===== src/hw/rtl/cp565_pkg.sv =====
// Shared types and constants for the camera byte to RGB565 converter.
package cp565_pkg;

    // Configuration register indexes
    localparam logic [1:0] CFG_PIXEL_FORMAT = 2'd0;
    localparam logic [1:0] CFG_FRAME_WIDTH  = 2'd1;
    localparam logic [1:0] CFG_ROW_STRIDE   = 2'd2;

    // Pixel format codes (code 3 is unused: bytes advance, no pixels)
    localparam logic [1:0] FMT_GRAY8  = 2'd0;
    localparam logic [1:0] FMT_YUYV   = 2'd1;
    localparam logic [1:0] FMT_RGB565 = 2'd2;

    // Register reset values
    localparam logic [1:0]  RST_PIXEL_FORMAT = FMT_GRAY8;
    localparam logic [12:0] RST_FRAME_WIDTH  = 13'd320;
    localparam logic [13:0] RST_ROW_STRIDE   = 14'd0;

    // Internal row position width: covers twice the largest frame width
    localparam int POS_W = 15;

    // BT.601 integer coefficients
    localparam logic signed [19:0] K_Y     = 20'sd298;
    localparam logic signed [19:0] K_RV    = 20'sd409;
    localparam logic signed [19:0] K_GU    = 20'sd100;
    localparam logic signed [19:0] K_GV    = 20'sd208;
    localparam logic signed [19:0] K_BU    = 20'sd516;
    localparam logic signed [19:0] K_ROUND = 20'sd128;
    localparam logic signed [9:0]  Y_OFFSET = 10'sd16;
    localparam logic signed [9:0]  C_OFFSET = 10'sd128;
    localparam logic [7:0]         CHROMA_NEUTRAL = 8'd128;
    localparam logic [7:0]         CHAN_MAX = 8'd255;

    // What the decode stage hands to the conversion stage
    typedef enum logic [1:0] {
        KIND_NONE,
        KIND_GRAY,
        KIND_RGB,
        KIND_PAIR
    } item_kind_t;

    // One result item
    typedef struct packed {
        logic [15:0] pixel;
        logic        row_end;
        logic        run_last;
    } result_t;

endpackage


===== src/hw/rtl/cp565_yuv.sv =====
// BT.601 integer YUV to RGB565 pixel conversion with channel clamping.
module cp565_yuv
    import cp565_pkg::*;
(
    input  logic [7:0]  y,
    input  logic [7:0]  u,
    input  logic [7:0]  v,
    output logic [15:0] pixel
);

    logic signed [9:0]  c, d, e;
    logic signed [19:0] r_sum, g_sum, b_sum;
    logic [7:0]         r, g, b;

    function automatic logic [7:0] clamp8(input logic signed [19:0] sum);
        logic [7:0] res;
        if (sum[19]) begin
            res = 8'd0;
        end else if (sum[18:16] != 3'd0) begin
            res = CHAN_MAX;
        end else begin
            res = sum[15:8];
        end
        return res;
    endfunction

    always_comb begin
        c = $signed({2'b00, y}) - Y_OFFSET;
        d = $signed({2'b00, u}) - C_OFFSET;
        e = $signed({2'b00, v}) - C_OFFSET;
        r_sum = K_Y * 20'(c) + K_RV * 20'(e) + K_ROUND;
        g_sum = K_Y * 20'(c) - K_GU * 20'(d) - K_GV * 20'(e) + K_ROUND;
        b_sum = K_Y * 20'(c) + K_BU * 20'(d) + K_ROUND;
        r = clamp8(r_sum);
        g = clamp8(g_sum);
        b = clamp8(b_sum);
        pixel = {r[7:3], g[7:2], b[7:3]};
    end

endmodule


===== src/hw/rtl/camera_pixel_to_rgb565.sv =====
// Camera byte stream to RGB565 pixel converter, top level.
//
// Takes raw frame bytes, one item per clock, and emits RGB565 pixels. The
// pixel_format register picks GRAY8 (a byte is luma with neutral chroma),
// YUYV (Y0 U Y1 V gives two pixels, integer BT.601 with clamping) or RGB565
// passthrough (two bytes, low byte first). Bytes past the active width of a
// row are skipped using row_stride (zero means width times bytes per pixel);
// in YUYV an odd last pixel of a row is dropped. s_tuser marks the first
// byte of a frame. Each byte is decoded as it is accepted, converted in the
// next cycle and pushed into a four-entry output queue. A byte is taken
// every clock while the queue has room for two results; the only stall
// comes from m_tready. A YUYV group produces two results, which leave the
// queue one at a time. m_tlast flags the last pixel of a row; m_tuser flags
// the last result caused by one input byte. Configuration writes must be
// made while the block is idle.
module camera_pixel_to_rgb565
    import cp565_pkg::*;
#(
    parameter int MAX_WIDTH = 4096
) (
    input  logic        aclk,
    input  logic        aresetn,
    // Configuration write port
    input  logic        cfg_we,
    input  logic [1:0]  cfg_index,
    input  logic [13:0] cfg_wdata,
    // Input bytes
    input  logic        s_tvalid,
    output logic        s_tready,
    input  logic [7:0]  s_tdata,    // [7:0] data_byte
    input  logic        s_tuser,    // [0] start_of_frame
    // Output pixels
    output logic        m_tvalid,
    input  logic        m_tready,
    output logic [15:0] m_tdata,    // [15:0] pixel_rgb565
    output logic        m_tlast,    // row_end
    output logic        m_tuser     // [0] run_last
);

    localparam logic [13:0] WIDTH_CAP = 14'(MAX_WIDTH);

    // ---------------------------------------------------------------------
    // Configuration registers
    // ---------------------------------------------------------------------
    logic [1:0]  fmt_reg;
    logic [12:0] width_cfg_reg;
    logic [13:0] stride_cfg_reg;

    always_ff @(posedge aclk) begin
        if (!aresetn) begin
            fmt_reg        <= RST_PIXEL_FORMAT;
            width_cfg_reg  <= RST_FRAME_WIDTH;
            stride_cfg_reg <= RST_ROW_STRIDE;
        end else if (cfg_we) begin
            case (cfg_index)
                CFG_PIXEL_FORMAT: fmt_reg        <= cfg_wdata[1:0];
                CFG_FRAME_WIDTH:  width_cfg_reg  <= cfg_wdata[12:0];
                CFG_ROW_STRIDE:   stride_cfg_reg <= cfg_wdata;
                default: ;
            endcase
        end
    end

    // ---------------------------------------------------------------------
    // Row geometry, derived from the registers
    // ---------------------------------------------------------------------
    logic [13:0]      width;
    logic [POS_W-1:0] width_p;
    logic [POS_W-1:0] active;
    logic [POS_W-1:0] span;
    logic [POS_W-1:0] stride;
    logic [POS_W-1:0] stride_base;
    logic             two_bpp;

    always_comb begin
        width   = ({1'b0, width_cfg_reg} > WIDTH_CAP) ? WIDTH_CAP : {1'b0, width_cfg_reg};
        width_p = POS_W'(width);
        two_bpp = (fmt_reg == FMT_YUYV) || (fmt_reg == FMT_RGB565);
        active  = two_bpp ? POS_W'({width, 1'b0}) : width_p;
        // YUYV covers whole pairs only
        span    = POS_W'({width[13:1], 2'b00});
        stride_base = (stride_cfg_reg != 14'd0) ? POS_W'(stride_cfg_reg) : active;
        if (stride_base < active) begin
            stride_base = active;
        end
        stride = (stride_base == '0) ? POS_W'(1) : stride_base;
    end

    // ---------------------------------------------------------------------
    // Decode stage: runs on each accepted byte
    // ---------------------------------------------------------------------
    logic [13:0] col_reg, col_next;
    logic [7:0]  held_first_reg, held_first_next;
    logic [7:0]  held_second_reg, held_second_next;
    logic [7:0]  held_third_reg, held_third_next;

    logic [POS_W-1:0] pos_raw, pos, pos_inc;
    logic             accept;

    item_kind_t  s1_kind_reg, s1_kind_next;
    logic [7:0]  s1_y0_reg, s1_y0_next;
    logic [7:0]  s1_y1_reg, s1_y1_next;
    logic [7:0]  s1_u_reg, s1_u_next;
    logic [7:0]  s1_v_reg, s1_v_next;
    logic        s1_row_end_reg, s1_row_end_next;

    assign accept = s_tvalid && s_tready;

    always_comb begin
        pos_raw = s_tuser ? '0 : POS_W'(col_reg);
        // Column beyond the stride (geometry changed mid row) restarts the row
        pos     = (pos_raw >= stride) ? '0 : pos_raw;
        pos_inc = pos + POS_W'(1);

        held_first_next  = held_first_reg;
        held_second_next = held_second_reg;
        held_third_next  = held_third_reg;
        s1_kind_next     = KIND_NONE;
        s1_y0_next       = s_tdata;
        s1_y1_next       = s_tdata;
        s1_u_next        = CHROMA_NEUTRAL;
        s1_v_next        = CHROMA_NEUTRAL;
        s1_row_end_next  = 1'b0;
        col_next         = col_reg;

        if (accept) begin
            col_next = (pos_inc >= stride) ? 14'd0 : pos_inc[13:0];
            case (fmt_reg)
                FMT_GRAY8: begin
                    if (pos < width_p) begin
                        s1_kind_next    = KIND_GRAY;
                        s1_row_end_next = (pos == width_p - POS_W'(1));
                    end
                end
                FMT_RGB565: begin
                    if (pos < active) begin
                        if (!pos[0]) begin
                            held_first_next = s_tdata;
                        end else begin
                            s1_kind_next    = KIND_RGB;
                            s1_y0_next      = held_first_reg;
                            s1_y1_next      = s_tdata;
                            s1_row_end_next = (pos == active - POS_W'(1));
                        end
                    end
                end
                FMT_YUYV: begin
                    if (pos < span) begin
                        case (pos[1:0])
                            2'd0: held_first_next  = s_tdata;
                            2'd1: held_second_next = s_tdata;
                            2'd2: held_third_next  = s_tdata;
                            default: begin
                                s1_kind_next    = KIND_PAIR;
                                s1_y0_next      = held_first_reg;
                                s1_y1_next      = held_third_reg;
                                s1_u_next       = held_second_reg;
                                s1_v_next       = s_tdata;
                                s1_row_end_next = (pos == span - POS_W'(1));
                            end
                        endcase
                    end
                end
                default: ;
            endcase
        end
    end

    always_ff @(posedge aclk) begin
        if (!aresetn) begin
            col_reg         <= '0;
            held_first_reg  <= '0;
            held_second_reg <= '0;
            held_third_reg  <= '0;
            s1_kind_reg     <= KIND_NONE;
        end else begin
            col_reg         <= col_next;
            held_first_reg  <= held_first_next;
            held_second_reg <= held_second_next;
            held_third_reg  <= held_third_next;
            s1_kind_reg     <= s1_kind_next;
        end
    end

    always_ff @(posedge aclk) begin
        s1_y0_reg      <= s1_y0_next;
        s1_y1_reg      <= s1_y1_next;
        s1_u_reg       <= s1_u_next;
        s1_v_reg       <= s1_v_next;
        s1_row_end_reg <= s1_row_end_next;
    end

    // ---------------------------------------------------------------------
    // Conversion stage: two converters, one per pixel of a YUYV pair
    // ---------------------------------------------------------------------
    logic [15:0] px0, px1;
    result_t     push0, push1;
    logic [1:0]  push_n;

    cp565_yuv u_conv0 (
        .y     (s1_y0_reg),
        .u     (s1_u_reg),
        .v     (s1_v_reg),
        .pixel (px0)
    );

    cp565_yuv u_conv1 (
        .y     (s1_y1_reg),
        .u     (s1_u_reg),
        .v     (s1_v_reg),
        .pixel (px1)
    );

    always_comb begin
        push1 = '{pixel: px1, row_end: s1_row_end_reg, run_last: 1'b1};
        case (s1_kind_reg)
            KIND_GRAY: begin
                push0  = '{pixel: px0, row_end: s1_row_end_reg, run_last: 1'b1};
                push_n = 2'd1;
            end
            KIND_RGB: begin
                push0  = '{pixel: {s1_y1_reg, s1_y0_reg}, row_end: s1_row_end_reg,
                           run_last: 1'b1};
                push_n = 2'd1;
            end
            KIND_PAIR: begin
                // first pixel of the pair never ends the row or the byte's run
                push0  = '{pixel: px0, row_end: 1'b0, run_last: 1'b0};
                push_n = 2'd2;
            end
            default: begin
                push0  = '{pixel: px0, row_end: 1'b0, run_last: 1'b0};
                push_n = 2'd0;
            end
        endcase
    end

    // ---------------------------------------------------------------------
    // Output queue: four items, up to two pushed and one popped per cycle
    // ---------------------------------------------------------------------
    result_t    q_reg [4];
    logic [1:0] wr_ptr_reg, wr_ptr_next;
    logic [1:0] rd_ptr_reg, rd_ptr_next;
    logic [2:0] cnt_reg, cnt_next;
    logic       pop;
    result_t    head;

    assign head     = q_reg[rd_ptr_reg];
    assign m_tvalid = (cnt_reg != 3'd0);
    assign m_tdata  = head.pixel;
    assign m_tlast  = head.row_end;
    assign m_tuser  = head.run_last;
    assign pop      = m_tvalid && m_tready;

    // Room for two more results after whatever the conversion stage pushes
    assign s_tready = (cnt_reg + 3'(push_n)) <= 3'd2;

    always_comb begin
        wr_ptr_next = wr_ptr_reg + push_n;
        rd_ptr_next = rd_ptr_reg + 2'(pop);
        cnt_next    = cnt_reg + 3'(push_n) - 3'(pop);
    end

    always_ff @(posedge aclk) begin
        if (!aresetn) begin
            wr_ptr_reg <= '0;
            rd_ptr_reg <= '0;
            cnt_reg    <= '0;
        end else begin
            wr_ptr_reg <= wr_ptr_next;
            rd_ptr_reg <= rd_ptr_next;
            cnt_reg    <= cnt_next;
        end
    end

    always_ff @(posedge aclk) begin
        if (push_n != 2'd0) begin
            q_reg[wr_ptr_reg] <= push0;
        end
        if (push_n == 2'd2) begin
            q_reg[wr_ptr_reg + 2'd1] <= push1;
        end
    end

endmodule

===== config.mk =====
export PLATFORM = sky130hd
export DESIGN_NAME = camera_pixel_to_rgb565
export DESIGN_NICKNAME = d
export VERILOG_FILES = /design/src/hw/rtl/cp565_pkg.sv /design/src/hw/rtl/cp565_yuv.sv /design/src/hw/rtl/camera_pixel_to_rgb565.sv
export SDC_FILE = /design/constraint.sdc
export NUM_CORES = 1
export LEC_CHECK = 0
export ABC_CLOCK_PERIOD_IN_PS = 20900
export BUFFER_PORTS_ARGS = -buffer_cell sky130_fd_sc_hd__buf_2
export CAP_MARGIN = 20
export CORE_ASPECT_RATIO = 0.7
export CORE_UTILIZATION = 45
export CTS_CLUSTER_SIZE = 28
export DETAILED_ROUTE_END_ITERATION = 8
export GPL_ROUTABILITY_DRIVEN = 0
export HOLD_SLACK_MARGIN = 0.1
export SLEW_MARGIN = 0
export SYNTH_ARGS = -nofsm -noshare
export SYNTH_HDL_FRONTEND = slang
export SYNTH_HIERARCHICAL = 1
export SYNTH_SLANG_ARGS = --single-unit

===== constraint.sdc =====
create_clock -name aclk -period 20.9 [get_ports aclk]
set_clock_uncertainty 0.2 [all_clocks]
set_input_delay 3.135 -clock aclk [delete_from_list [all_inputs] [get_ports aclk]]
set_output_delay 3.135 -clock aclk [all_outputs]
set_load 0.02 [all_outputs]

; After elaboration in Yosys (flattened, before gate mapping)
; Memory sizes are Yosys's and may differ from the RTL's. A register that Yosys moved wholly into a read port is not among the register bits.
; Index checks and enable logic that the tools add are counted.
[word_totals]
ramBits = 72
out_inout_bits = 20
register_bits = 109
word_cells = 157
mem_count = 1
[classes]
n_eq_ne = 16
addsub = 27
mul = 6
reduce_logical = 27
n_bitwise = 3
order_cmp = 8
muxes = 53
[mem_list]
columns = memory, words, word_bits, read_ports, rd_clocked_by_memory_dff, wr, line
row1 = q_reg, 4, 18, 1, 1, 2, camera_pixel_to_rgb565.sv:241  ; result_t q_reg [4];
[ops]
columns = cell, n
row1 = 2-to-1 mux 8 bit, 24
row2 = "adder 20 x 9 -> 20 bit, second input constant", 6
row3 = 2-to-1 mux 14 bit, 6
row4 = adder 20 bit, 4
row5 = subtractor 20 bit, 4
row6 = "multiplier 9 x 9 -> 18 bit, first input constant", 3
row7 = equality test 14 x 15 -> 1 bit, 3
row8 = less-than comparator 14 bit, 3
row9 = case mux 18 bit (2 select lines), 1
row10 = case mux 8 bit (2 select lines), 2
row11 = "subtractor 14 x 1 -> 15 bit, second input constant", 2
row12 = nonzero test 3 bit, 7
row13 = "multiplier 10 x 9 -> 19 bit, first input constant", 1
row14 = "subtractor 8 x 5 -> 9 bit, second input constant", 2
row15 = "subtractor 8 x 8 -> 9 bit, second input constant", 2
row16 = "adder 14 x 1 -> 15 bit, second input constant", 1
row17 = >= comparator 14 x 15 -> 1 bit, 1
row18 = >= comparator 15 bit, 1
row19 = logical NOT 15 bit, 1
row20 = "multiplier 6 x 9 -> 15 bit, first input constant", 1
row21 = 2-to-1 mux 15 bit, 1
row22 = less-than comparator 14 x 13 -> 1 bit, 1
row23 = "multiplier 5 x 9 -> 14 bit, first input constant", 1
row24 = nonzero test 14 bit, 1
row25 = other kinds (28), 61

; Longest topological paths before layout
[depth]
ltp_word = 16
mapped_depth = 39
depth_no_buf = 36

; By module
; Netlist, hierarchy kept.
[modules_own_cells]
columns = module, instances, cells_per_inst, area_per_inst_um2
row1 = camera_pixel_to_rgb565, 1, 1389, 12214.2
row2 = cp565_yuv at u_conv0, 1, 805, 7069.3
row3 = cp565_yuv at u_conv1, 1, 803, 7006.7

; Least setup slack after synthesis
; No wires, ideal clock.
[synth_timing]
kind = register to register
from = register fmt_reg[0]
to = register col_reg[8]
path_stages_with_launch = 40
arrival_ns = 8.008
n_path_buf = 5
path_slack_ns = 12.627
setup_time_ns = 0.065
synth_period_minus_slack_ns = 8.273
path_cell_list = dfxtp_1 -> inv_1 -> ha_1 -> clkbuf_1 -> buf_2 -> buf_1 -> a21boi_0 -> or2_1 -> o41ai_1 -> ha_1 -> a21o_1 -> a21o_1 -> a21oi_1 -> o211ai_1 -> a31oi_1 -> clkbuf_1 -> nand2_1 -> o21ai_0 -> [... 4 more ...] -> a21oi_2 -> nand2_1 -> inv_1 -> ha_1 -> and4_1 -> and3_1 -> nand3_1 -> nor4_2 -> xnor2_1 -> ha_1 -> a211o_1 -> nor3_1 -> o21ai_0 -> o21bai_1 -> and3_1 -> buf_2 -> a22oi_1 -> nor2b_1
[synth_between]
elab_chain_cells = 13
word_cells_on_any_way = 14
cone_classes = add/sub: 1 / order compare: 3 / eq/ne: 2 / mux: 6 / reduce/logical: 2
[synth_lines]
columns = item, line
row1 = "start, declared", camera_pixel_to_rgb565.sv:45  ; logic [1:0] fmt_reg;
row2 = "start signal, assigned", camera_pixel_to_rgb565.sv:56  ; CFG_PIXEL_FORMAT: fmt_reg <= cfg_wdata[1:0];
row3 = equality test 2 x 1 -> 1 bit or equality test 2 bit (tied branches), camera_pixel_to_rgb565.sv:78  ; two_bpp = (fmt_reg == FMT_YUYV) || (fmt_reg == FMT_RGB565);
row4 = logical OR 1 bit (*), camera_pixel_to_rgb565.sv:78
row5 = 2-to-1 mux 14 bit (*), camera_pixel_to_rgb565.sv:79  ; active = two_bpp ? POS_W'({width, 1'b0}) : width_p;
row6 = 2-to-1 mux 14 bit, camera_pixel_to_rgb565.sv:82  ; stride_base = (stride_cfg_reg != 14'd0) ? POS_W'(stride_cfg_reg) : active;
row7 = less-than comparator 14 bit, camera_pixel_to_rgb565.sv:83  ; if (stride_base < active) begin
row8 = 2-to-1 mux 14 bit (*), camera_pixel_to_rgb565.sv:83
row9 = logical NOT 15 bit, camera_pixel_to_rgb565.sv:86  ; stride = (stride_base == '0) ? POS_W'(1) : stride_base;
row10 = 2-to-1 mux 15 bit (*), camera_pixel_to_rgb565.sv:86
row11 = >= comparator 14 x 15 -> 1 bit, camera_pixel_to_rgb565.sv:112  ; pos = (pos_raw >= stride) ? '0 : pos_raw;
row12 = 2-to-1 mux 14 bit, camera_pixel_to_rgb565.sv:112
row13 = adder 14 x 1 -> 15 bit, camera_pixel_to_rgb565.sv:113  ; pos_inc = pos + POS_W'(1);
row14 = >= comparator 15 bit, camera_pixel_to_rgb565.sv:127  ; col_next = (pos_inc >= stride) ? 14'd0 : pos_inc[13:0];
row15 = 2-to-1 mux 14 bit (*), camera_pixel_to_rgb565.sv:127
row16 = "end signal, assigned", camera_pixel_to_rgb565.sv:177  ; col_reg <= col_next;
row17 = "end, declared", camera_pixel_to_rgb565.sv:92  ; logic [13:0] col_reg, col_next;
; Mark *: on every way between the ends. The rest lies on a longest branch, timed or not.
; A chain may end at the register's enable or synchronous reset.

; Final worst setup path
[layout_timing]
from = register width_cfg_reg[0]
to = register col_reg[0]
[layout_between]
elab_chain_cells = 13
[layout_lines]
columns = item, line
row1 = "start, declared", camera_pixel_to_rgb565.sv:46  ; logic [12:0] width_cfg_reg;
row2 = "start signal, assigned", camera_pixel_to_rgb565.sv:57  ; CFG_FRAME_WIDTH: width_cfg_reg <= cfg_wdata[12:0];
row3 = > comparator 13 bit, camera_pixel_to_rgb565.sv:76  ; width = ({1'b0, width_cfg_reg} > WIDTH_CAP) ? WIDTH_CAP : {1'b0, width_cfg_reg};
row4 = 2-to-1 mux 13 bit (*), camera_pixel_to_rgb565.sv:76
row5 = 2-to-1 mux 14 bit (*), camera_pixel_to_rgb565.sv:79
row6 = 2-to-1 mux 14 bit, camera_pixel_to_rgb565.sv:82
row7 = less-than comparator 14 bit, camera_pixel_to_rgb565.sv:83
row8 = 2-to-1 mux 14 bit (*), camera_pixel_to_rgb565.sv:83
row9 = logical NOT 15 bit, camera_pixel_to_rgb565.sv:86
row10 = 2-to-1 mux 15 bit (*), camera_pixel_to_rgb565.sv:86
row11 = >= comparator 14 x 15 -> 1 bit, camera_pixel_to_rgb565.sv:112
row12 = 2-to-1 mux 14 bit, camera_pixel_to_rgb565.sv:112
row13 = adder 14 x 1 -> 15 bit, camera_pixel_to_rgb565.sv:113
row14 = >= comparator 15 bit, camera_pixel_to_rgb565.sv:127
row15 = 2-to-1 mux 14 bit (*), camera_pixel_to_rgb565.sv:127
; Marked as above.

==> out/results.txt <==
Max-cap violations - 0
GR Layer Usage met1 - 0.401
Top cell by count, worst path - ha_1
Met2 GRT Util - 0.378
Peak VDD IR - 0.116 mV
Clk_lat worst skew - 460 ps
Post-synthesis sequential area ratio - 0.164
CTS tree - built
Worst r2r src - width_cfg_reg[0]
Critical path's slowest cell - or4_4
Final setup fails - 0
Layout cell share with drive strength beyond 1 - 0.0621
Final Hold Viols - 0
Cell variety after synth - 107
Nets - 3739
Largest net degree at the start of global routing - 85
Core area - 57300 um2
Final slew viol count - 0
HPWL after detailed placement - 63.2 mm
DIE HEIGHT - 204 um
Vias - 21900
Final non-filler cell total - 3767
Asr flop ratio synth - 0
Top Ports - 50
Flop pwr share - 0.127
Post-synth EDFFs - 68
Reg clk slew, reported paths - 70 ps
Avg Inst Size Synth - 8.77 um2
Max reg flops - 72
Initial antenna violation count - 8
Clk buf depth - 2
Hold EP - held_first_reg[4]
Worst R2R End - col_reg[0]
Reg2Reg Depth - 36
CTS Buf Count - 17
P&R area growth vs syn - 6.21%
Via-to-Cell Ratio - 5.81
Reg2Reg Setup Slack - 11240 ps
Crit path DAT - 9850 ps
Post-Syn Area - 26300 um2
Sw Pwr - 1750 uW
Comb pwr share - 0.769
Tot GR Track Use - 0.265
Flops & latches, synth - 181
Critical path fanouts, max - 26
Sw Ratio - 0.544
Initial DRC Count - 2294
# port buffers - 49
M3 GR Usage - 0.0598
Worst Setup End Kind - register
First-pass GRT wire length - 122 mm
Fin crit share - 0.462
Synthesis Warnings - 6
Pwr per Cell Area - 115 nW/um2
Chip width - 291 um
Unrepaired setup endpoints after global routing - false
Startpoint Class - register
Clock Sinks - 181
Post-placement cell count - 3729
Top_reg_cell synth - dfxtp_1
ANT nets after route - 0
Post-CTS Setup Inserts - 0
Max_slew headroom - 0.285
DRC violations left - 0
Vias in the first global route - 21400
Site Rows - 73
Initial Util - 0.459
Post-CTS Hold Fix Bufs - 0
Total congestion overflow - 0
Final min period - 9660 ps
Share of total power in the clock network - 0.103
Syn_nets - 3737
Critical path class - reg2reg
H-tree Lvls - 4
Die area - 59400 um2
Setup TNS - 0 ps
Core Util, Final - 0.488
Busiest layer in global routing - met1
Beginning of the worst hold path - held_first_reg[4]
Drt total wl - 77.6 mm
Internal - 1470 uW
Avg WL per Cell - 20.6 um
Worst path max stage delay - 630 ps
Worst Max-Slew Pin Slew - 1070 ps
Pre-Repair DR Iteration Count - 6
Min-Delay Path Class - reg2reg
Syn Inst Count - 2997
Leakage power - 0.0138 uW
Hold depth - 2
Status - complete, no violations
Worst path required time - 21090 ps
Max Fclk - 103 MHz
CTS Root Cell - clkbuf_16
Post_cts resized - 0
-- layout by cell type, fill, tap and decap left out, types with 47 or more instances in the layout --
master | synthesis | routed
edfxtp_1 | 68 | 68
a21oi_1 | 126 | 126
nand3_1 | 66 | 66
o21ai_0 | 143 | 143
nand2_1 | 274 | 274
fa_1 | 135 | 135
inv_1 | 432 | 432
a21o_1 | 52 | 52
xor2_1 | 47 | 47
nor2_1 | 119 | 119
ha_1 | 575 | 575
nor2b_1 | 51 | 51
buf_2 | 7 | 49
dfxtp_1 | 113 | 113
a21boi_0 | 54 | 54
xnor2_1 | 107 | 107
-- power groups by stage --
stage | registers [uW] | logic, uW | clock network (uW)
2_1_floorplan | 407 | 1730 | 0
4_1_cts | 410 | 2440 | 338
3_3_place_gp | 416 | 2380 | 0
6_report | 410 | 2480 | 333
5_1_grt | 412 | 2740 | 352
3_5_place_dp | 418 | 2420 | 0
-- cell usage after synthesis, types with 52 or more instances --
cell / number / area share
nand3_1: 66 / 0.013
dfxtp_1: 113 / 0.086
a21boi_0: 54 / 0.015
clkbuf_1: 71 / 0.010
nor2_1: 119 / 0.017
inv_1: 432 / 0.062
fa_1: 135 / 0.10
a21o_1: 52 / 0.015
a21oi_1: 126 / 0.024
ha_1: 575 / 0.27
xnor2_1: 107 / 0.036
o21ai_0: 143 / 0.027
nand2_1: 274 / 0.039
edfxtp_1: 68 / 0.078
-- metal layers --
| metal | up-vias | share of wire |
|---|---|---|
| li1 | 10500 | - |
| met1 | 10500 | 0.50 |
| met2 | 851 | 0.40 |
| met3 | 82 | 0.093 |
| met4 | 4 | 0.014 |
| met5 | - | 0.00030 |
-- kinds of logic (layout without fill, tap and decap cells) --
logic type               Yosys count  in the layout  synth area share
AO/OA/AOI/OAI                    644            644             0.166
buffers and inverters            521            536            0.0751
flip-flops                       181            181             0.164
XOR/XNOR                         158            158            0.0540
other                              0              5                 0
adder cells (fa/ha/maj)          710            710             0.376
AND/OR/NAND/NOR                  738            738             0.138
multiplexers                      45             45            0.0262
-- cell type report --
class / instances / area, um2
antenna: 5 / 12.5
clock buffer: 17 / 425
clock inverter: 15 / 179
fill: 5374 / 29300
inverter: 435 / 1630
multi-input combinational: 2295 / 20000
sequential: 181 / 4300
tap: 750 / 938
timing repair buffer: 69 / 399
-- worst max-delay path: cells and delay by family, from the launching register on --
family / cells / cell delay, ps
adders and majority gates: 4 / 1160
DFF: 1 / 440
muxes: 1 / 100
and+or+nand+nor: 11 / 3130
xor gates and xnor gates: 1 / 200
buffers and inverters: 3 / 780
AOI/OAI and AO/OA: 16 / 3580
-- per-stage QoR --
stage               hold WS [ps]  area (um2)  worst slack, ps  power (uW)
floorplan                    211       26300            12630        2130
global placement             244       27300            11340        2800
detailed placement           250       27300            11060        2840
CTS                          261       27900            11030        3190
global route                 272       27900            10710        3510
finish                       259       27900            11240        3220
-- how the worst max path moves through the flow --
stage | end | slack (ps) | start | cells past startpoint
floorplan | col_reg[8] | 12630 | fmt_reg[0] | 39
global route | col_reg[6] | 10710 | width_cfg_reg[0] | 36
global placement | col_reg[0] | 11340 | width_cfg_reg[0] | 35
CTS | col_reg[7] | 11030 | width_cfg_reg[0] | 35
finish | col_reg[0] | 11240 | width_cfg_reg[0] | 36
detailed placement | col_reg[7] | 11060 | width_cfg_reg[0] | 35
(Power assumes the default switching activity.)
